--- src/hw/rtl/sosc_pkg.sv ---
// ----------------------------------------------------------------------------
// sosc_pkg
// Shared types, widths and codes for the segmented odd-only prime sieve counter.
// ----------------------------------------------------------------------------
package sosc_pkg;

    localparam int LIMIT_WIDTH          = 32;
    localparam int SEGMENT_ODDS_DEFAULT = 65536;
    localparam int BASE_ODDS_DEFAULT    = 32768;

    localparam int COUNT_W  = 11;
    localparam int INDEX_W  = 10;
    localparam int RESULT_W = 32;
    localparam int STATUS_W = 2;

    // working width for bounds, offsets and products
    localparam int VAL_W   = LIMIT_WIDTH + 2;
    localparam int ROOT_W  = LIMIT_WIDTH / 2;
    localparam int MUL_B_W = (ROOT_W + 1 > COUNT_W) ? ROOT_W + 1 : COUNT_W;

    typedef enum logic [STATUS_W-1:0] {
        STATUS_OK        = 2'd0,
        STATUS_TOO_MANY  = 2'd1,
        STATUS_BAD_INDEX = 2'd2,
        STATUS_OVERSIZE  = 2'd3
    } status_t;

    typedef struct packed {
        logic [LIMIT_WIDTH-1:0] upper_limit;
        logic [COUNT_W-1:0]     segment_count;
        logic [INDEX_W-1:0]     segment_index;
    } in_item_t;

    typedef struct packed {
        logic [RESULT_W-1:0] prime_count;
        logic [STATUS_W-1:0] status;
    } out_item_t;

    typedef struct packed {
        logic             start;
        logic [VAL_W-1:0] dividend;
        logic [VAL_W-1:0] divisor;
    } div_req_t;

    typedef struct packed {
        logic             busy;
        logic [VAL_W-1:0] quotient;
        logic [VAL_W-1:0] remainder;
    } div_rsp_t;

    typedef struct packed {
        logic                   start;
        logic [LIMIT_WIDTH-1:0] radicand;
    } sqrt_req_t;

    typedef struct packed {
        logic              busy;
        logic [ROOT_W-1:0] root;
    } sqrt_rsp_t;

    typedef enum logic [4:0] {
        ST_IDLE,
        ST_PRE,
        ST_ROOT_WAIT,
        ST_CHECK,
        ST_LOW_MQ,
        ST_LOW_MR,
        ST_LOW_DS,
        ST_LOW_DW,
        ST_HIGH_MQ,
        ST_HIGH_MR,
        ST_HIGH_DS,
        ST_HIGH_DW,
        ST_SIZE,
        ST_CLEAR,
        ST_BASE_RD,
        ST_BASE_CHK,
        ST_BASE_MARK,
        ST_SEG_RD,
        ST_SEG_CHK,
        ST_SEG_DW,
        ST_SEG_ADJ,
        ST_SEG_MARK,
        ST_COUNT,
        ST_COUNT_END,
        ST_FINISH
    } state_t;

endpackage

--- src/hw/rtl/sosc_sqrt.sv ---
// ----------------------------------------------------------------------------
// sosc_sqrt
// Integer floor square root, one result bit per cycle.
// ----------------------------------------------------------------------------
module sosc_sqrt (
    input  logic                aclk,
    input  logic                aresetn,
    input  sosc_pkg::sqrt_req_t req,
    output sosc_pkg::sqrt_rsp_t rsp
);

    localparam int LW = sosc_pkg::LIMIT_WIDTH;
    localparam int RW = sosc_pkg::ROOT_W;
    localparam int EW = RW + 4;
    localparam int CW = $clog2(RW + 1);

    logic          busy_reg;
    logic [CW-1:0] step_reg;
    logic [LW-1:0] x_reg;
    logic [EW-1:0] rem_reg;
    logic [RW-1:0] root_reg;

    logic [EW-1:0] rem_sh;
    logic [EW-1:0] trial;
    logic          ge;

    assign rem_sh = {rem_reg[EW-3:0], x_reg[LW-1 -: 2]};
    assign trial  = {{(EW-RW-2){1'b0}}, root_reg, 2'b01};
    assign ge     = rem_sh >= trial;

    always_ff @(posedge aclk) begin
        if (!aresetn) begin
            busy_reg <= 1'b0;
            step_reg <= '0;
        end else if (req.start) begin
            busy_reg <= 1'b1;
            step_reg <= '0;
        end else if (busy_reg) begin
            step_reg <= step_reg + CW'(1);
            if (step_reg == CW'(RW - 1)) begin
                busy_reg <= 1'b0;
            end
        end
    end

    always_ff @(posedge aclk) begin
        if (req.start) begin
            x_reg    <= req.radicand;
            rem_reg  <= '0;
            root_reg <= '0;
        end else if (busy_reg) begin
            x_reg    <= {x_reg[LW-3:0], 2'b00};
            rem_reg  <= ge ? (rem_sh - trial) : rem_sh;
            root_reg <= {root_reg[RW-2:0], ge};
        end
    end

    assign rsp.busy = busy_reg;
    assign rsp.root = root_reg;

endmodule

--- config.mk ---
export PLATFORM = sky130hd
export DESIGN_NAME = sosc_sqrt
export DESIGN_NICKNAME = d
export VERILOG_FILES = /design/src/hw/rtl/sosc_pkg.sv /design/src/hw/rtl/sosc_sqrt.sv
export SDC_FILE = /design/constraint.sdc
export NUM_CORES = 1
export LEC_CHECK = 0
export ABC_AREA = 0
export BUFFER_PORTS_ARGS = -buffer_cell sky130_fd_sc_hd__buf_2
export CAP_MARGIN = 5
export CORE_ASPECT_RATIO = 1.1
export CORE_MARGIN = 8
export CORE_UTILIZATION = 40
export CTS_CLUSTER_SIZE = 24
export DETAILED_ROUTE_END_ITERATION = 8
export GPL_ROUTABILITY_DRIVEN = 0
export HOLD_SLACK_MARGIN = 0.08
export SETUP_SLACK_MARGIN = 0.3
export SYNTH_ARGS = -nofsm -noshare
export SYNTH_HDL_FRONTEND = slang
export SYNTH_SLANG_ARGS = --single-unit
--- constraint.sdc ---
create_clock -name aclk -period 5.4 [get_ports aclk]
set_input_delay 0.27 -clock aclk [delete_from_list [all_inputs] [get_ports aclk]]
set_output_delay 0.27 -clock aclk [all_outputs]
set_load 0.005 [all_outputs]
==> summary.md, run 1 <==
| Metric | Value |
|---|---|
| Status | `finished, final reports clean` |
| Slew @ Worst Pin | `1222 ps` |
| Synth warnings | `0` |
| Die Ht | `119.9 um` |
| Synth unique cells | `55` |
| Worst VDD drop | `between 0.2 and 0.3 mV` |
| Yosys top cell by area | `edfxtp_1` |
| WL per Instance | `about 16 um` |
| Slew headroom | `a little under a fifth` |
| Mapped cell area | `3926 um^2` |
| Clock slew at reported path FFs | `80 ps` |
| Layout Cells excl Fill | `543` |
| HP Class | `input pin to flop` |
| Final TNS setup | `0 ps` |
| Final Core Density | `46.28%` |
| Seq. cell area | `1762 um^2` |
| Fin crit share | `approximately half` |
| Final setup vio count | `0` |
| Die Area | `13250 um^2` |
| Antenna-violating nets left | `0` |
| Seq/Total Area, Yosys | `44.87%` |
| Layout area overhead | `14.34%` |
| Worst Setup SP | `root_reg[9]` |
| CP endpoint kind | `flop` |
| Dpl cells | `between 500 and 600` |
| GRT Overall Usage | `12.93%` |
| I/O pins | `52` |
| Post-CTS Resized | `0` |
| #FFs+latches synth | `72` |
| Die X | `roughly 110 um` |
| Area of the multi-input gates | `between 1500 and 2000 um^2` |
| Largest net degree at the start of global routing | `59` |
| Hpwl dp | `6007 um` |
| DP Worst Slack | `~2200 ps` |
| Maximum clock insertion buffer count | `2` |
| N_diodes | `0` |
| Arr. time, crit path | `3030 ps` |
| Hold Buf Count CTS | `0` |
| Startpoint types | `flop` |
| Synth top area cells | `edfxtp_1 (24%), dfxtp_1 (20%), mux2_2 (8.6%), ha_1 (6.4%), mux2i_1 (5.9%)` |
| CTS Buf Count | `9` |
| Period minus WS final | `approximately 2800 ps` |
| Number of synthesized flops with an enable pin | `32` |
| Vias in the first global route | `3000` |
| Worst hold path depth | `2` |
| Largest register FFs | `32` |
| Crit path kind | `flop to flop` |
| Layout net count | `473` |
| Top_reg_cell synth | `dfxtp_1` |
| DR pass1 iterations | `4` |
| Synth top area share | `24.47%` |
| Worst skew pair latency | `360 ps` |
| Clock sinks | `72` |
| Mapped Cells | `373` |
| Fraction of layout instances using a drive strength above 1 | `26.24%` |
| Reg-to-Reg Start | `root_reg[9]` |
| Final WL | `about 8500 um` |
| First-pass GRT wire length | `14360 um` |
| DRT iter0 DRCs | `144` |
| RSZ-0062 raised after global routing | `false` |
| Via count | `2914` |
| Final worst setup slack | `roughly 2600 ps` |
| Syn Area/Cell | `10.53 um^2` |
| CP max FO | `14` |
| Fill cells | `940` |
| Cell Rows | `38` |
| Reg2Reg Depth | `8` |
| Layout Skew | `around 9.5 ps` |
| Mapped Nets | `428` |
| P_leak | `1.801 nW` |
| Vias per cell | `5.366` |
| Slew Viols, Final | `0` |
| Hold Violations, Final | `0` |
| Number of setup buffers added after CTS | `0` |
| Grt ovf | `0` |
| Initial antenna violation count | `0` |
| Post-route DRC | `0` |
| Power per cell area | `603.4 nW/um^2` |
| Fmax | `363.1 MHz` |
| Port buffer count | `51` |
| TritonCTS clock tree | `done` |
| H-Tree Depth | `3` |
| Core Area | `9699 um^2` |
| Starting Density | `40.48%` |
| Clock Tree Root | `clkbuf_8` |
| HP Start | `aresetn` |
| Max-cap viol count | `0` |
| Worst endpoint required time | `between 5000 and 6000 ps` |
| Fraction of registers with async set/reset | `0%` |
-- per-stage QoR --
stage	power, mW	cell area, um^2	hold slack (ps)
2_1_floorplan	1.960	3926	387.5
3_3_place_gp	2.173	4247	466.7
3_5_place_dp	2.186	4247	471.8
4_1_cts	2.715	4489	137.1
5_1_grt	2.897	4489	155.9
6_report	2.709	4489	147.8
-- where the power goes --
group / internal [mW] / switching (mW) / leakage [nW]
Combinational: 0.604 / 0.873 / 1.04
Sequential: 0.656 / 0.0551 / 0.648
Clock: 0.308 / 0.213 / 0.117
Total: 1.57 / 1.14 / 1.80
-- layout make-up --
class,count,area share (%)
flip-flops and latches,72,39.24
inverters,20,1.672
repair buffers,53,6.020
well taps,120,3.344
clock inverters,7,2.648
multi-input cells,262,44.31
clock buffers,9,2.759
-- routing by layer --
metal	part of all wire, %	GRT usage (%)	vias up	wire (um)
met5	0	0	-	0
met1	45	15.14	1372	3827
met3	5.2	3.643	19	443
met2	47	20.92	67	3972
met4	2.5	7.270	0	214
li1	-	-	1456	-
-- cell usage in the layout, fill, tap and decap left out, types with 5 or more instances in the layout --
master    Yosys  final
buf_2         2     51
dfxtp_1      40     40
nor2_1       34     34
edfxtp_1     32     32
mux2_2       30     30
nand2_1      29     29
mux2i_1      23     23
inv_1        20     20
ha_1         20     20
a21oi_1      14     14
o21ai_1      12     12
xnor2_1      11     11
clkbuf_8      0      9
o21ai_0       8      8
nand4_1       7      7
nor2b_1       5      5
-- final timing paths --
path | to | slack [ps]
hold / removal | busy_reg | 150
hold reg to reg | rem_reg[5] | 480
setup reg to reg | rem_reg[10] | 2650
setup / recovery | rem_reg[10] | 2650
-- critical path: stages, from the launching register on --
cell and delay (ps):
dfxtp_1 390, inv_1 70, ha_1 460, nand4_1 190, nor4_2 340, nor3_2 90, a31oi_4 550, o2111ai_1 290
a311oi_2 310
-- cell usage after synthesis (5+ instances only) --
library cell	instances
dfxtp_1	40
nor2_1	34
edfxtp_1	32
mux2_2	30
nand2_1	29
mux2i_1	23
ha_1	20
inv_1	20
a21oi_1	14
o21ai_1	12
xnor2_1	11
buf_1	9
o21ai_0	8
nand4_1	7
nor2b_1	5
-- cell families after synthesis --
logic type | count (synthesis) | share of synthesized area (%)
and+or+nand+nor | 96 | 11.44
AOI/OAI and AO/OA | 78 | 15.04
DFF | 72 | 44.87
muxes | 53 | 14.47
buffers and inverters | 39 | 4.461
adders and majority gates | 20 | 6.373
xor gates and xnor gates | 15 | 3.346
Note: power is estimated with default switching activity, not from simulation.
==> inputs of run 2 (changes only) <==
- clock period: 5.4 -> 2.53 ns (I/O delays scaled with it)
==> summary.md, run 2 (synthesized netlist as in run 1, its figures left out) <==
| Metric | Value |
|---|---|
| Hold Crit Endpoint | `x_reg[14]` |
| Initial antenna violation count | `0 (unchanged)` |
| Arr. time, crit path | `2480 ps (-550 ps)` |
| Largest net degree at the start of global routing | `42 (-29%)` |
| Hold Violations, Final | `0 (unchanged)` |
| Via count | `3201 (+9.8%)` |
| R2R setup slack | `280 ps (-2370 ps)` |
| Most common library cell in the layout ignoring fill and taps | `buf_2` |
| Post-route DRC | `0 (unchanged)` |
| Slew headroom | `48.45% (+30 points)` |
| Max-cap viol count | `0 (unchanged)` |
| Slowest CP cell | `dfxtp_1` |
| Layout Skew | `8.230 ps (-1.263 ps)` |
| CP peak stage delay | `380 ps (-170 ps)` |
| RSZ-0062 raised after global routing | `true` |
| Clock sinks | `72 (unchanged)` |
| Worst endpoint required time | `2760 ps (-2920 ps)` |
| Clock slew at reported path FFs | `80 ps (about the same)` |
| Final TNS setup | `0 ps (unchanged)` |
| Worst skew pair latency | `350 ps (about the same)` |
| Final instance area | `5386 um^2 (+20%)` |
| Commonest non-fill, non-tap cells in the layout | `buf_2 (51), nor2_1 (33), edfxtp_1 (32)` |
| Period minus WS final | `2255 ps (-499.1 ps)` |
| Worst hold path depth | `2 (unchanged)` |
| Fraction of layout instances using a drive strength above 1 | `38.93% (+13 points)` |
| Largest register FFs | `32 (unchanged)` |
| Vias in the first global route | `3102 (+3.4%)` |
| DRT iter0 DRCs | `234 (+63%)` |
| Layout net count | `538 (+14%)` |
| TritonCTS clock tree | `done` |
| CP endpoint kind | `flop` |
| I/O pins | `52 (unchanged)` |
| Die Area | `13250 um^2 (unchanged)` |
| Starting Density | `40.48% (unchanged)` |
| Final Core Density | `55.53% (+9.2 points)` |
| HP Start | `req[14]` |
| Port buffer count | `51 (unchanged)` |
| Startpoint types | `flop` |
| P_leak | `2.147 nW (+19%)` |
| Slew @ Worst Pin | `771.7 ps (-450.0 ps)` |
| Power per cell area | `1401 nW/um^2 (+130%)` |
| WL per Instance | `16.02 um (+2.9%)` |
| Clock Tree Root | `clkbuf_8` |
| Fill cells | `837 (-11%)` |
| Worst path bufs/invs | `2 (+1)` |
| CTS Buf Count | `9 (unchanged)` |
| Hpwl dp | `6335 um (+5.5%)` |
| Cell Rows | `38 (unchanged)` |
| Layout area overhead | `37.19%` |
| Antenna-violating nets left | `0 (unchanged)` |
| Maximum clock insertion buffer count | `2 (unchanged)` |
| H-Tree Depth | `3 (unchanged)` |
| Vias per cell | `5.265 (-1.9%)` |
| Fmax | `443.5 MHz (+22%)` |
| Reg-to-Reg Start | `rem_reg[12]` |
| Die Ht | `119.9 um (unchanged)` |
| Fin crit share | `89.13% (+38 points)` |
| DR pass1 iterations | `4 (unchanged)` |
| Placed instance area | `4339 um^2 (+2.2%)` |
| Core Area | `9699 um^2 (unchanged)` |
| Reg2Reg Depth | `9 (+1)` |
| N_diodes | `0 (unchanged)` |
| GRT Overall Usage | `13.82% (+0.89 points)` |
| Crit path kind | `flop to flop` |
| Status | `finished, final reports clean` |
| Worst VDD drop | `0.8191 mV (+200%)` |
| Final WL | `9743 um (+15%)` |
| First-pass GRT wire length | `15100 um (+5.2%)` |
| Grt ovf | `0 (unchanged)` |
| CP max FO | `5 (-9)` |
| Crit-path cells | `ha_4 -> nand2_2 -> o211ai_1 -> a41oi_2 -> buf_4 -> a31oi_4 -> clkbuf_16 -> mux2i_1 -> o21ai_1` |
| Die X | `110.5 um (unchanged)` |
| HP Class | `input pin to flop` |
| Slew Viols, Final | `0 (unchanged)` |
| Reg-to-Reg End | `rem_reg[4]` |
| Final setup vio count | `0 (unchanged)` |
| CP top delay family | `compound AO/OA/AOI/OAI gates` |
-- run 2: worst max path at each step --
stage | startpoint | to | slack, ps | cells after the start
final | rem_reg[12] | rem_reg[4] | 280 | 9
after global routing | root_reg[13] | rem_reg[6] | 190 | 10
after CTS | root_reg[3] | rem_reg[17] | 310 | 8
after detailed placement | root_reg[5] | rem_reg[7] | 80 | 8
after global placement | root_reg[11] | rem_reg[17] | 140 | 8
after floorplan | root_reg[15] | rem_reg[10] | 380 | 8
-- run 2: power breakdown --
part	total [mW]	internal, mW	switching [mW]
clock	1.03	0.557	0.471
sequential	1.57	1.40	0.172
combinational	4.95	2.61	2.34
-- run 2: per-layer routing --
metal	track usage, %	wire (um)
met3	4.491	577
met2	23.49	4841
met5	0	0
met4	5.579	175
met1	15.69	4149
-- run 2: final cells by class --
cell class | instances | area (um^2) | share of cell area (%)
inverter | 20 | 75.07 | 1.394
timing repair buffer | 118 | 903.4 | 16.77
sequential | 72 | 1784 | 33.12
clock inverter | 7 | 95.09 | 1.765
tap | 120 | 150.1 | 2.787
multi-input combinational | 262 | 2255 | 41.86
clock buffer | 9 | 123.9 | 2.300
-- run 2: timing repair --
item | 4_1_cts | 5_1_grt
setup buffers | 11 | 13
hold buffers | 31 | 0
setup endpoints to repair | 19 | 19
hold endpoints to repair | 31 | 0
resized for setup | 24 | 35
pin swaps | 10 | 18
cloned | 0 | 1
-- run 2: per-stage QoR --
stage | setup WS [ps] | hold WS (ps) | total power, mW | instances
4_1_cts | 306.9 | 84.50 | 6.617 | 594
3_5_place_dp | 84.99 | 369.5 | 4.822 | 536
5_1_grt | 188.0 | 90.51 | 7.948 | 608
2_1_floorplan | 375.2 | 244.0 | 4.183 | 373
3_3_place_gp | 144.4 | 342.7 | 4.796 | 536
6_report | 275.1 | 98.27 | 7.547 | 608
