File: src/hw/rtl/sosc_pkg.sv
// ----------------------------------------------------------------------------
// sosc_pkg
// Shared types, widths and codes for the segmented odd-only prime sieve counter.
// ----------------------------------------------------------------------------
package sosc_pkg;

    localparam int LIMIT_WIDTH          = 32;
    localparam int SEGMENT_ODDS_DEFAULT = 65536;
    localparam int BASE_ODDS_DEFAULT    = 32768;

    localparam int COUNT_W  = 11;
    localparam int INDEX_W  = 10;
    localparam int RESULT_W = 32;
    localparam int STATUS_W = 2;

    // working width for bounds, offsets and products
    localparam int VAL_W   = LIMIT_WIDTH + 2;
    localparam int ROOT_W  = LIMIT_WIDTH / 2;
    localparam int MUL_B_W = (ROOT_W + 1 > COUNT_W) ? ROOT_W + 1 : COUNT_W;

    typedef enum logic [STATUS_W-1:0] {
        STATUS_OK        = 2'd0,
        STATUS_TOO_MANY  = 2'd1,
        STATUS_BAD_INDEX = 2'd2,
        STATUS_OVERSIZE  = 2'd3
    } status_t;

    typedef struct packed {
        logic [LIMIT_WIDTH-1:0] upper_limit;
        logic [COUNT_W-1:0]     segment_count;
        logic [INDEX_W-1:0]     segment_index;
    } in_item_t;

    typedef struct packed {
        logic [RESULT_W-1:0] prime_count;
        logic [STATUS_W-1:0] status;
    } out_item_t;

    typedef struct packed {
        logic             start;
        logic [VAL_W-1:0] dividend;
        logic [VAL_W-1:0] divisor;
    } div_req_t;

    typedef struct packed {
        logic             busy;
        logic [VAL_W-1:0] quotient;
        logic [VAL_W-1:0] remainder;
    } div_rsp_t;

    typedef struct packed {
        logic                   start;
        logic [LIMIT_WIDTH-1:0] radicand;
    } sqrt_req_t;

    typedef struct packed {
        logic              busy;
        logic [ROOT_W-1:0] root;
    } sqrt_rsp_t;

    typedef enum logic [4:0] {
        ST_IDLE,
        ST_PRE,
        ST_ROOT_WAIT,
        ST_CHECK,
        ST_LOW_MQ,
        ST_LOW_MR,
        ST_LOW_DS,
        ST_LOW_DW,
        ST_HIGH_MQ,
        ST_HIGH_MR,
        ST_HIGH_DS,
        ST_HIGH_DW,
        ST_SIZE,
        ST_CLEAR,
        ST_BASE_RD,
        ST_BASE_CHK,
        ST_BASE_MARK,
        ST_SEG_RD,
        ST_SEG_CHK,
        ST_SEG_DW,
        ST_SEG_ADJ,
        ST_SEG_MARK,
        ST_COUNT,
        ST_COUNT_END,
        ST_FINISH
    } state_t;

endpackage

File: src/hw/rtl/sosc_divider.sv
// ----------------------------------------------------------------------------
// sosc_divider
// Restoring divider, one quotient bit per cycle, shared by the sequencer.
// ----------------------------------------------------------------------------
module sosc_divider (
    input  logic                aclk,
    input  logic                aresetn,
    input  sosc_pkg::div_req_t  req,
    output sosc_pkg::div_rsp_t  rsp
);

    localparam int W  = sosc_pkg::VAL_W;
    localparam int CW = $clog2(W + 1);

    logic          busy_reg;
    logic [CW-1:0] step_reg;
    logic [W-1:0]  rem_reg;
    logic [W-1:0]  quo_reg;
    logic [W-1:0]  dvs_reg;

    logic [W:0]    shifted;
    logic [W:0]    diff;
    logic          fits;

    assign shifted = {rem_reg, quo_reg[W-1]};
    assign diff    = shifted - {1'b0, dvs_reg};
    assign fits    = shifted >= {1'b0, dvs_reg};

    always_ff @(posedge aclk) begin
        if (!aresetn) begin
            busy_reg <= 1'b0;
            step_reg <= '0;
        end else if (req.start) begin
            busy_reg <= 1'b1;
            step_reg <= '0;
        end else if (busy_reg) begin
            step_reg <= step_reg + CW'(1);
            if (step_reg == CW'(W - 1)) begin
                busy_reg <= 1'b0;
            end
        end
    end

    always_ff @(posedge aclk) begin
        if (req.start) begin
            quo_reg <= req.dividend;
            rem_reg <= '0;
            dvs_reg <= req.divisor;
        end else if (busy_reg) begin
            rem_reg <= fits ? diff[W-1:0] : shifted[W-1:0];
            quo_reg <= {quo_reg[W-2:0], fits};
        end
    end

    assign rsp.busy      = busy_reg;
    assign rsp.quotient  = quo_reg;
    assign rsp.remainder = rem_reg;

endmodule

File: config.mk
export PLATFORM = sky130hd
export DESIGN_NAME = sosc_divider
export DESIGN_NICKNAME = d
export VERILOG_FILES = /design/src/hw/rtl/sosc_pkg.sv /design/src/hw/rtl/sosc_divider.sv
export SDC_FILE = /design/constraint.sdc
export NUM_CORES = 1
export LEC_CHECK = 0
export ABC_AREA = 0
export BUFFER_PORTS_ARGS = -buffer_cell sky130_fd_sc_hd__buf_2
export CAP_MARGIN = 20
export CORE_ASPECT_RATIO = 1.5
export CORE_MARGIN = 8
export CORE_UTILIZATION = 27
export CTS_CLUSTER_DIAMETER = 200
export DETAILED_ROUTE_END_ITERATION = 8
export SLEW_MARGIN = 10
export SYNTH_ARGS = -nofsm -noshare
export SYNTH_HDL_FRONTEND = slang
export SYNTH_SLANG_ARGS = --single-unit
File: constraint.sdc
create_clock -name aclk -period 2.9 [get_ports aclk]
set_clock_uncertainty 0.2 [all_clocks]
set_input_delay 0.29 -clock aclk [delete_from_list [all_inputs] [get_ports aclk]]
set_output_delay 0.29 -clock aclk [all_outputs]
set_load 0.01 [all_outputs]
==> impl_metrics.ini, run 1 <==
[placement]
dpl_worst_slack_ns = -0.244
io_buffers = 139
postPlaceCellArea_mm2 = 0.00764
dp_hpwl_um = 13600
gp_congestion = 0.846

[timing]
rsz0062_at_grt = yes
min_period_ns = 3.07
holdWs_ns = 0.0251
fmax_mhz = 326
finalSetupViolCount = 8
fin_ws_ns = -0.168
slew_viol_final = 0
fin_crit_sh_pct = 106
tightest_slew_ns = 0.487
hold_viol = 0
max_slew_margin_pct = 67.6

[grt]
grt_max_degree = 66
busiest_layer = met2
overflow = 0
grt_pass1_wl_um = 28300
use_met3_pct = 3.53
grt_use_total_pct = 12.7
grt_use_met1_pct = 12.8
antenna_found_initial = 0
grt_pass1_vias = 5608
gr-usage-met2_pct = 23.6

[min_path]
holdPathStages = 2
min_path_type = primary input to register

[floorplan]
chipWidth_um = 140
die_height_um = 201
core_mm2 = 0.0228
die_area_mm2 = 0.0281
rows = 68
ios = 140
initial_core_util_pct = 27.1

[critical_path]
cp-startpoint = quo_reg[33]$_DFFE_PP_
critPathKind = register to register
worstPathArrival_ns = 3.11
cp-endpoint = rem_reg[32]$_SDFFE_PP0P_
rr_worst_depth = 13
r2r_slack_ns = -0.17
startpoint_type = register
reg2reg_to = rem_reg[32]$_SDFFE_PP0P_
cp-end-kind = register
reg2reg_from = quo_reg[33]$_DFFE_PP_
cp_max_fo = 3
required_ns = 2.94

[synthesis]
synth_area_mm2 = 0.00618
async_flop_share_pct = 0
synth_top_area_cell = edfxtp_1
avgSynthCellArea_um2 = 10.0
ys_seq_elements = 109
synth_seq_area_share_pct = 46.3
synth-edff-count = 68
yosysUniqueCellTypes = 55
synth_nets = 726
synth_cells = 618
synth_top_area_share_pct = 33.0
ys.flop_type = edfxtp_1
ys_top_cells_by_area = edfxtp_1 33%, dfxtp_1 13%, ha_1 7.3%
synth_warnings = 0

[layout]
drive_gt1_share_pct = 36.8
antenna_cells = 0
regArea_mm2 = 0.00286
multi_input_area_mm2 = 0.00328
syn2layout_area_growth_pct = 40.2
postLayoutCoreUtil_pct = 38.0
num-nets-final = 961
final_cell_area_mm2 = 0.00867
nFillCells = 2296

[clock_tree]
cts.path.max_buffers = 2
cts_tree = built
cts.htree.levels = 3
cts_made_buffers = 9
clock_sinks = 109
clk_latency_ns = 0.37
clkTransAtPathRegs_ns = 0.08
cts_root_buf = clkbuf_16

[pwr]
vdd_drop_max_mv = 0.349
power_density_mw_per_mm2 = 524
power.total_w = 0.00454
p_leak_nw = 3.80

[route]
drt.antenna.violating_nets = 0
dr.pass1.iters = 4
wl_per_cell_um = 15.9
viasPerCell = 4.75
wirelength_um = 18100
vias = 5404
drt_iter0_drc = 248
drc_errors = 0

[run_status]
status = complete, but fails checks
violations = negative setup slack

[run]
maxCapViolations = 0
-- cell families after synthesis --
group,synth area share [%]
and+or+nand+nor,11.3
DFF,46.3
muxes,7.63
AOI/OAI and AO/OA,17.6
adders and majority gates,7.61
buffers and inverters,5.08
xor gates and xnor gates,4.53
-- Yosys cell counts (2+ instances only) --
master,count
a211oi_1,32
a21o_1,11
a21oi_1,58
a31oi_1,5
a32oi_1,4
and3_1,4
and4_1,2
buf_1,4
buf_2,7
buf_4,3
clkbuf_1,15
dfxtp_1,41
edfxtp_1,68
ha_1,36
inv_1,48
mux2_2,33
mux2i_1,10
nand2_1,30
nand2b_1,11
nand3_1,7
nand4_1,8
nor2_1,73
nor2b_1,5
nor3_1,5
o211ai_1,2
o21a_1,4
o21ai_0,17
o21ai_1,4
o21bai_1,5
o221ai_1,3
o31a_1,3
o31ai_1,5
or2_2,3
xnor2_1,17
xor2_1,15
-- critical path: stages, from the launching register on --
cell and delay, ns:
edfxtp_1 0.39, inv_1 0.07, ha_2 0.18, inv_2 0.04, fa_2 0.34, a21o_1 0.21
a221oi_4 0.27, nor4_2 0.07, o21a_1 0.20, a21o_1 0.22, a211o_1 0.32, a41oi_2 0.16
xor2_1 0.15, o221ai_1 0.12
-- report_power, final --
group / internal [W] / switching, W / leakage, nW
Clock: 0.000679 / 0.000609 / 0.143
Sequential: 0.00180 / 0.0000737 / 1.01
Combinational: 0.000667 / 0.000715 / 2.64
Total: 0.00314 / 0.00140 / 3.80
-- layout make-up --
type,count,share of cell area [%]
well taps,280,4.04
inverters,48,2.08
clock inverters,6,0.808
flip-flops and latches,109,33.0
repair buffers,254,19.6
clock buffers,10,2.64
multi-input cells,431,37.8
-- cell usage in the layout, fill, tap and decap left out, drive strengths merged, types with 2 or more instances in the layout --
cell / instances
o21a: 4
or2: 3
mux2: 33
edfxtp: 68
dfxtp: 41
clkinv: 2
inv: 50
a31oi: 5
nand2b: 11
o21ai: 21
o31ai: 5
clkbuf: 10
nor2: 73
a211oi: 32
and3: 4
o211ai: 2
o21bai: 5
xnor2: 17
nand4: 8
a221oi: 2
dlygate4sd3: 35
nand3: 7
a21oi: 58
a21o: 11
o31a: 3
nor3: 5
ha: 36
and4: 2
buf: 219
mux2i: 10
a32oi: 4
xor2: 15
nand2: 30
o221ai: 3
nor2b: 5
-- repair_timing --
action / in CTS / in global routing
endpoints found under the hold margin: 35 / 0
pin swaps: 5 / 25
setup buffers: 8 / 6
setup endpoints to repair: 22 / 35
hold buffers: 35 / 0
resized for setup: 12 / 46
-- worst min path at each step --
stage	from	end
after floorplan	req[0]	dvs_reg[0]$_DFFE_PP_
after global placement	step_reg[5]$_SDFFE_PP0P_	step_reg[5]$_SDFFE_PP0P_
after detailed placement	req[31]	dvs_reg[31]$_DFFE_PP_
after CTS	req[45]	quo_reg[11]$_DFFE_PP_
after global routing	req[66]	quo_reg[32]$_DFFE_PP_
final	req[61]	quo_reg[27]$_DFFE_PP_
-- routing by layer --
metal	wire, um	vias to the layer above
met5	0	-
met4	549	0
met3	1010	38
met2	9670	127
met1	6860	2527
li1	-	2712
-- through the flow --
| stage | setup TNS, ns | std cells |
|---|---|---|
| final | -0.880 | 1138 |
| after global routing | -1.87 | 1138 |
| after CTS | -0.442 | 1134 |
| after detailed placement | -1.45 | 1075 |
| after global placement | -0.984 | 1075 |
| after floorplan | -0.454 | 618 |
No activity file was read; power rests on OpenSTA's default activity.
==> run 2: changes to the inputs <==
--- a/config.mk
+++ b/config.mk
@@ -10,9 +10,10 @@
 export CAP_MARGIN = 20
 export CORE_ASPECT_RATIO = 1.5
 export CORE_MARGIN = 8
-export CORE_UTILIZATION = 27
+export CORE_UTILIZATION = 49
 export CTS_CLUSTER_DIAMETER = 200
 export DETAILED_ROUTE_END_ITERATION = 8
+export PLACE_DENSITY = 0.76
 export SLEW_MARGIN = 10
 export SYNTH_ARGS = -nofsm -noshare
 export SYNTH_HDL_FRONTEND = slang
==> impl_metrics.ini, run 2 (synthesis results as in run 1) <==
[layout]
syn2layout_area_growth_pct = 40.4
num-nets-final = 962
antenna_cells = 0
layout_common_cells = 138 x buf_2, 69 x buf_4, 68 x edfxtp_1
final_cell_area_mm2 = 0.00868
layout_commonest_cell = buf_2
nFillCells = 892
drive_gt1_share_pct = 38.2

[timing]
hold_viol = 0
max_slew_margin_pct = 54.9
finalSetupViolCount = 11
fin_ws_ns = -0.202
slew_viol_final = 0
rsz0062_at_grt = yes
fin_crit_sh_pct = 107
tightest_slew_ns = 0.675
min_period_ns = 3.10
fmax_mhz = 322

[clock_tree]
cts.path.max_buffers = 2
cts.htree.levels = 3
cts_made_buffers = 9
cts_root_buf = clkbuf_16
clkTransAtPathRegs_ns = 0.08
cts_tree = built
clock_sinks = 109
clk_latency_ns = 0.36

[floorplan]
die_height_um = 154
die_area_mm2 = 0.0165
rows = 50
chipWidth_um = 108
ios = 140
initial_core_util_pct = 49.9
core_mm2 = 0.0124

[grt]
grt_pass1_wl_um = 27900
overflow = 0
grt_use_total_pct = 20.8
grt_max_degree = 48
grt_pass1_vias = 6040
antenna_found_initial = 0

[critical_path]
cp_max_fo = 3
startpoint_type = register
critPathKind = register to register
worstPathArrival_ns = 3.12
crit_buf_inv = 2
cpMaxStageDelayCell = edfxtp_1
crit_path_max_incr_delay_ns = 0.42
cp-end-kind = register
r2r_slack_ns = -0.20
required_ns = 2.92
cp_cell_sequence = inv_2 -> ha_4 -> inv_2 -> fa_2 -> a21o_1 -> a221oi_4 -> nor4_2 -> o21a_2 -> a21o_1 -> a211o_1 -> a41oi_2 -> xor2_1 -> o221ai_1
cp_top_family = compound AO/OA/AOI/OAI gates

[route]
drt.antenna.violating_nets = 0
vias = 5816
dr.pass1.iters = 5
viasPerCell = 5.73
wirelength_um = 18500
drt_iter0_drc = 291
drc_errors = 0
wl_per_cell_um = 18.3

[placement]
gp_congestion = 0.931
dp_hpwl_um = 12700
dpl_worst_slack_ns = -0.302
postPlaceCellArea_mm2 = 0.00743
io_buffers = 139

[run]
maxCapViolations = 0

[min_path]
min_path_type = primary input to register

[run_status]
status = complete, but fails checks
violations = negative setup slack

[pwr]
power_density_mw_per_mm2 = 534
p_leak_nw = 3.85
vdd_drop_max_mv = 0.342
## run 2: path summary, 6_finish.rpt
check	start	to	cells past startpoint
hold reg to reg	rem_reg[20]$_SDFFE_PP0P_	rem_reg[20]$_SDFFE_PP0P_	2
setup / recovery	quo_reg[33]$_DFFE_PP_	rem_reg[32]$_SDFFE_PP0P_	13
hold / removal	req[43]	quo_reg[9]$_DFFE_PP_	2
setup reg to reg	quo_reg[33]$_DFFE_PP_	rem_reg[32]$_SDFFE_PP0P_	13
## run 2: worst reg2reg max path, stage by stage, from the launching register on
cell	delay (ns)
edfxtp_1	0.42
inv_2	0.10
ha_4	0.14
inv_2	0.03
fa_2	0.34
a21o_1	0.20
a221oi_4	0.28
nor4_2	0.07
o21a_2	0.22
a21o_1	0.21
a211o_1	0.31
a41oi_2	0.15
xor2_1	0.17
o221ai_1	0.13
## run 2: cell type report
class                   instances  area, um^2  share of cell area (%)
clock buffers                   9         225                    2.59
well taps                     156         195                    2.25
multi-input cells             432        3370                    38.8
inverters                      48         180                    2.07
repair buffers                254        1770                    20.3
flip-flops and latches        109        2860                    33.0
clock inverters                 7        86.3                   0.994
## run 2: through the flow
stage                     setup TNS [ns]  power, W  util [%]  hold slack (ns)  std cells
after floorplan                   -0.454   0.00263         -            0.189        618
final                              -1.30   0.00464      70.1           0.0293       1015
after global routing               -4.85   0.00485      70.1           0.0247       1015
after global placement             -1.04   0.00306      59.9            0.261        946
after detailed placement           -1.95   0.00309      59.9            0.268        946
after CTS                         -0.901   0.00446      66.7           0.0276       1006
## run 2: timing repair
action | 4_1_cts | 5_1_grt
hold buffers | 35 | 0
endpoints found under the hold margin | 35 | 0
setup buffers | 9 | 6
cloned | 0 | 5
setup endpoints to repair | 27 | 33
pin swaps | 10 | 36
gates resized for setup | 23 | 59
## run 2: power breakdown
group,internal (W),switching [W]
clock network,0.000684,0.000598
logic,0.000702,0.000775
registers,0.00180,0.0000834
## run 2: metal layers
metal  vias to the layer above  GRT usage, %  share of wire, %
li1                       2727             -                 -
met1                      2771          21.1                37
met2                       255          37.0                51
met3                        63          6.53               7.0
met4                         0          10.3               4.5
met5                         -             0                 0
==> run 3: changes to the inputs <==
--- a/config.mk
+++ b/config.mk
@@ -7,9 +7,8 @@
 export LEC_CHECK = 0
 export ABC_AREA = 0
 export BUFFER_PORTS_ARGS = -buffer_cell sky130_fd_sc_hd__buf_2
-export CAP_MARGIN = 20
+export CAP_MARGIN = 5
 export CORE_ASPECT_RATIO = 1.5
-export CORE_MARGIN = 8
 export CORE_UTILIZATION = 49
 export CTS_CLUSTER_DIAMETER = 200
 export DETAILED_ROUTE_END_ITERATION = 8
==> impl_metrics.ini, run 3 (synthesis results as in run 1) <==
[timing]
max_slew_margin_pct = 50.7
hold_viol = 0
holdWs_ns = 0.0405
rsz0062_at_grt = yes
min_period_ns = 3.18
fmax_mhz = 314
slew_viol_final = 0
finalSetupViolCount = 9
tightest_slew_ns = 0.738
fin_ws_ns = -0.283
fin_crit_sh_pct = 110

[grt]
antenna_found_initial = 0
overflow = 0
grt_pass1_vias = 5668
grt_max_degree = 60
grt_pass1_wl_um = 26100
grt_use_total_pct = 25.2

[clock_tree]
cts_tree = built
clock_sinks = 109
cts_made_buffers = 9
clkTransAtPathRegs_ns = 0.07
cts_root_buf = clkbuf_16
cts.htree.levels = 3
cts.path.max_buffers = 2
clk_latency_ns = 0.35

[route]
wl_per_cell_um = 16.6
wirelength_um = 16900
vias = 5643
dr_wl_met2_um = 9120
drt.antenna.violating_nets = 0
dr.pass1.iters = 5
wl_met1_um = 6470
wl_met3_um = 880
viasPerCell = 5.55
drc_errors = 0
top_layer = met4
drt_iter0_drc = 283

[critical_path]
required_ns = 2.91
cp_max_fo = 5
worstPathArrival_ns = 3.19
startpoint_type = register
cp-end-kind = register
reg2reg_to = rem_reg[32]$_SDFFE_PP0P_
critPathKind = register to register
r2r_slack_ns = -0.28
rr_worst_depth = 13
reg2reg_from = quo_reg[33]$_DFFE_PP_

[pwr]
p_leak_nw = 3.84
vdd_drop_max_mv = 0.390
power_density_mw_per_mm2 = 532
clock_power_share_pct = 27.5
intPower_w = 0.00317
p_seq_share_pct = 41.1
p_switching_w = 0.00140
p_comb_share_pct = 31.4
switching_share_pct = 30.6

[placement]
gp_congestion = 0.897
io_buffers = 139
postPlaceCellArea_mm2 = 0.00749
dpl_worst_slack_ns = -0.347
dp_hpwl_um = 11500

[floorplan]
initial_core_util_pct = 50.9
ios = 140
chipWidth_um = 93.7
core_mm2 = 0.0121
die_height_um = 140
rows = 49
die_area_mm2 = 0.0131

[min_path]
min_path_type = primary input to register
hold_start = req[47]
holdPathStages = 2
min_to = quo_reg[13]$_DFFE_PP_

[layout]
antenna_cells = 0
multi_input_area_mm2 = 0.00329
drive_gt1_share_pct = 37.3
layout_common_cells = 138 x buf_2, 77 x buf_4, 68 x edfxtp_1
final_cell_area_mm2 = 0.00857
syn2layout_area_growth_pct = 38.6
nFillCells = 895
layout_commonest_cell = buf_2
num-nets-final = 966
regArea_mm2 = 0.00286

[run]
maxCapViolations = 0

[run_status]
status = complete, but fails checks
violations = negative setup slack
[run 3: cell count changes in the layout (fill, tap and decap cells not counted), moves of 3 or more]
cell,change
nor2_1,+3
a211oi_2,+6
buf_4,+8
a211oi_1,-5
a21oi_1,+3
ha_1,+4
clkbuf_16,-4
ha_4,-6
[run 3: worst max-delay path by stage]
stage | start | to | depth (start not counted)
final | quo_reg[33]$_DFFE_PP_ | rem_reg[32]$_SDFFE_PP0P_ | 13
after global routing | quo_reg[33]$_DFFE_PP_ | rem_reg[32]$_SDFFE_PP0P_ | 13
after CTS | quo_reg[33]$_DFFE_PP_ | rem_reg[32]$_SDFFE_PP0P_ | 13
after detailed placement | quo_reg[33]$_DFFE_PP_ | rem_reg[26]$_SDFFE_PP0P_ | 13
after global placement | quo_reg[33]$_DFFE_PP_ | rem_reg[32]$_SDFFE_PP0P_ | 13
after floorplan | quo_reg[33]$_DFFE_PP_ | rem_reg[32]$_SDFFE_PP0P_ | 13
[run 3: through the flow]
stage | TNS [ns] | std cells | power, W | utilization, %
floorplan | -0.454 | 618 | 0.00263 | -
global placement | -1.30 | 950 | 0.00307 | 61.7
detailed placement | -2.57 | 950 | 0.00310 | 61.7
CTS | -1.03 | 1008 | 0.00444 | 68.4
global route | -4.07 | 1016 | 0.00477 | 70.6
finish | -1.50 | 1016 | 0.00456 | 70.6
[run 3: layout make-up]
class | count | share of cell area, %
multi-input cells | 432 | 38.3
inverters | 48 | 2.10
clock buffers | 11 | 2.71
flip-flops and latches | 109 | 33.4
well taps | 153 | 2.23
repair buffers | 258 | 20.4
clock inverters | 5 | 0.774
[run 3: timing repair]
action / 4_1_cts / 5_1_grt
resized for setup: 16 / 48
endpoints found under the hold margin: 35 / 0
setup endpoints to repair: 31 / 34
hold buffers: 35 / 0
gates cloned: 2 / 0
pin swaps: 11 / 24
buffers inserted: 5 / 10
[run 3: per-layer routing]
metal  global-route usage [%]  up-vias
li1                         -     2733
met1                     27.7     2690
met2                     46.7      188
met3                     4.92       32
met4                     9.15        0
met5                        0        -
[run 3: critical path, stage by stage (launching register included)]
cell and delay [ns]:
edfxtp_1 0.38, inv_1 0.07, ha_1 0.15, inv_1 0.06, fa_2 0.34, a21o_1 0.21, a221oi_4 0.29, nor4_2 0.08
o21a_2 0.25, a21o_4 0.23, a211o_1 0.34, a41oi_2 0.16, xor2_1 0.15, o221ai_1 0.12
[run 3: power groups by stage]
| stage | Sequential (W) | Clock [W] | Combinational (W) |
|---|---|---|---|
| 2_1_floorplan | 0.00194 | 0 | 0.000691 |
| 3_3_place_gp | 0.00190 | 0 | 0.00117 |
| 3_5_place_dp | 0.00191 | 0 | 0.00119 |
| 4_1_cts | 0.00187 | 0.00128 | 0.00129 |
| 5_1_grt | 0.00189 | 0.00134 | 0.00155 |
| 6_report | 0.00187 | 0.00126 | 0.00143 |
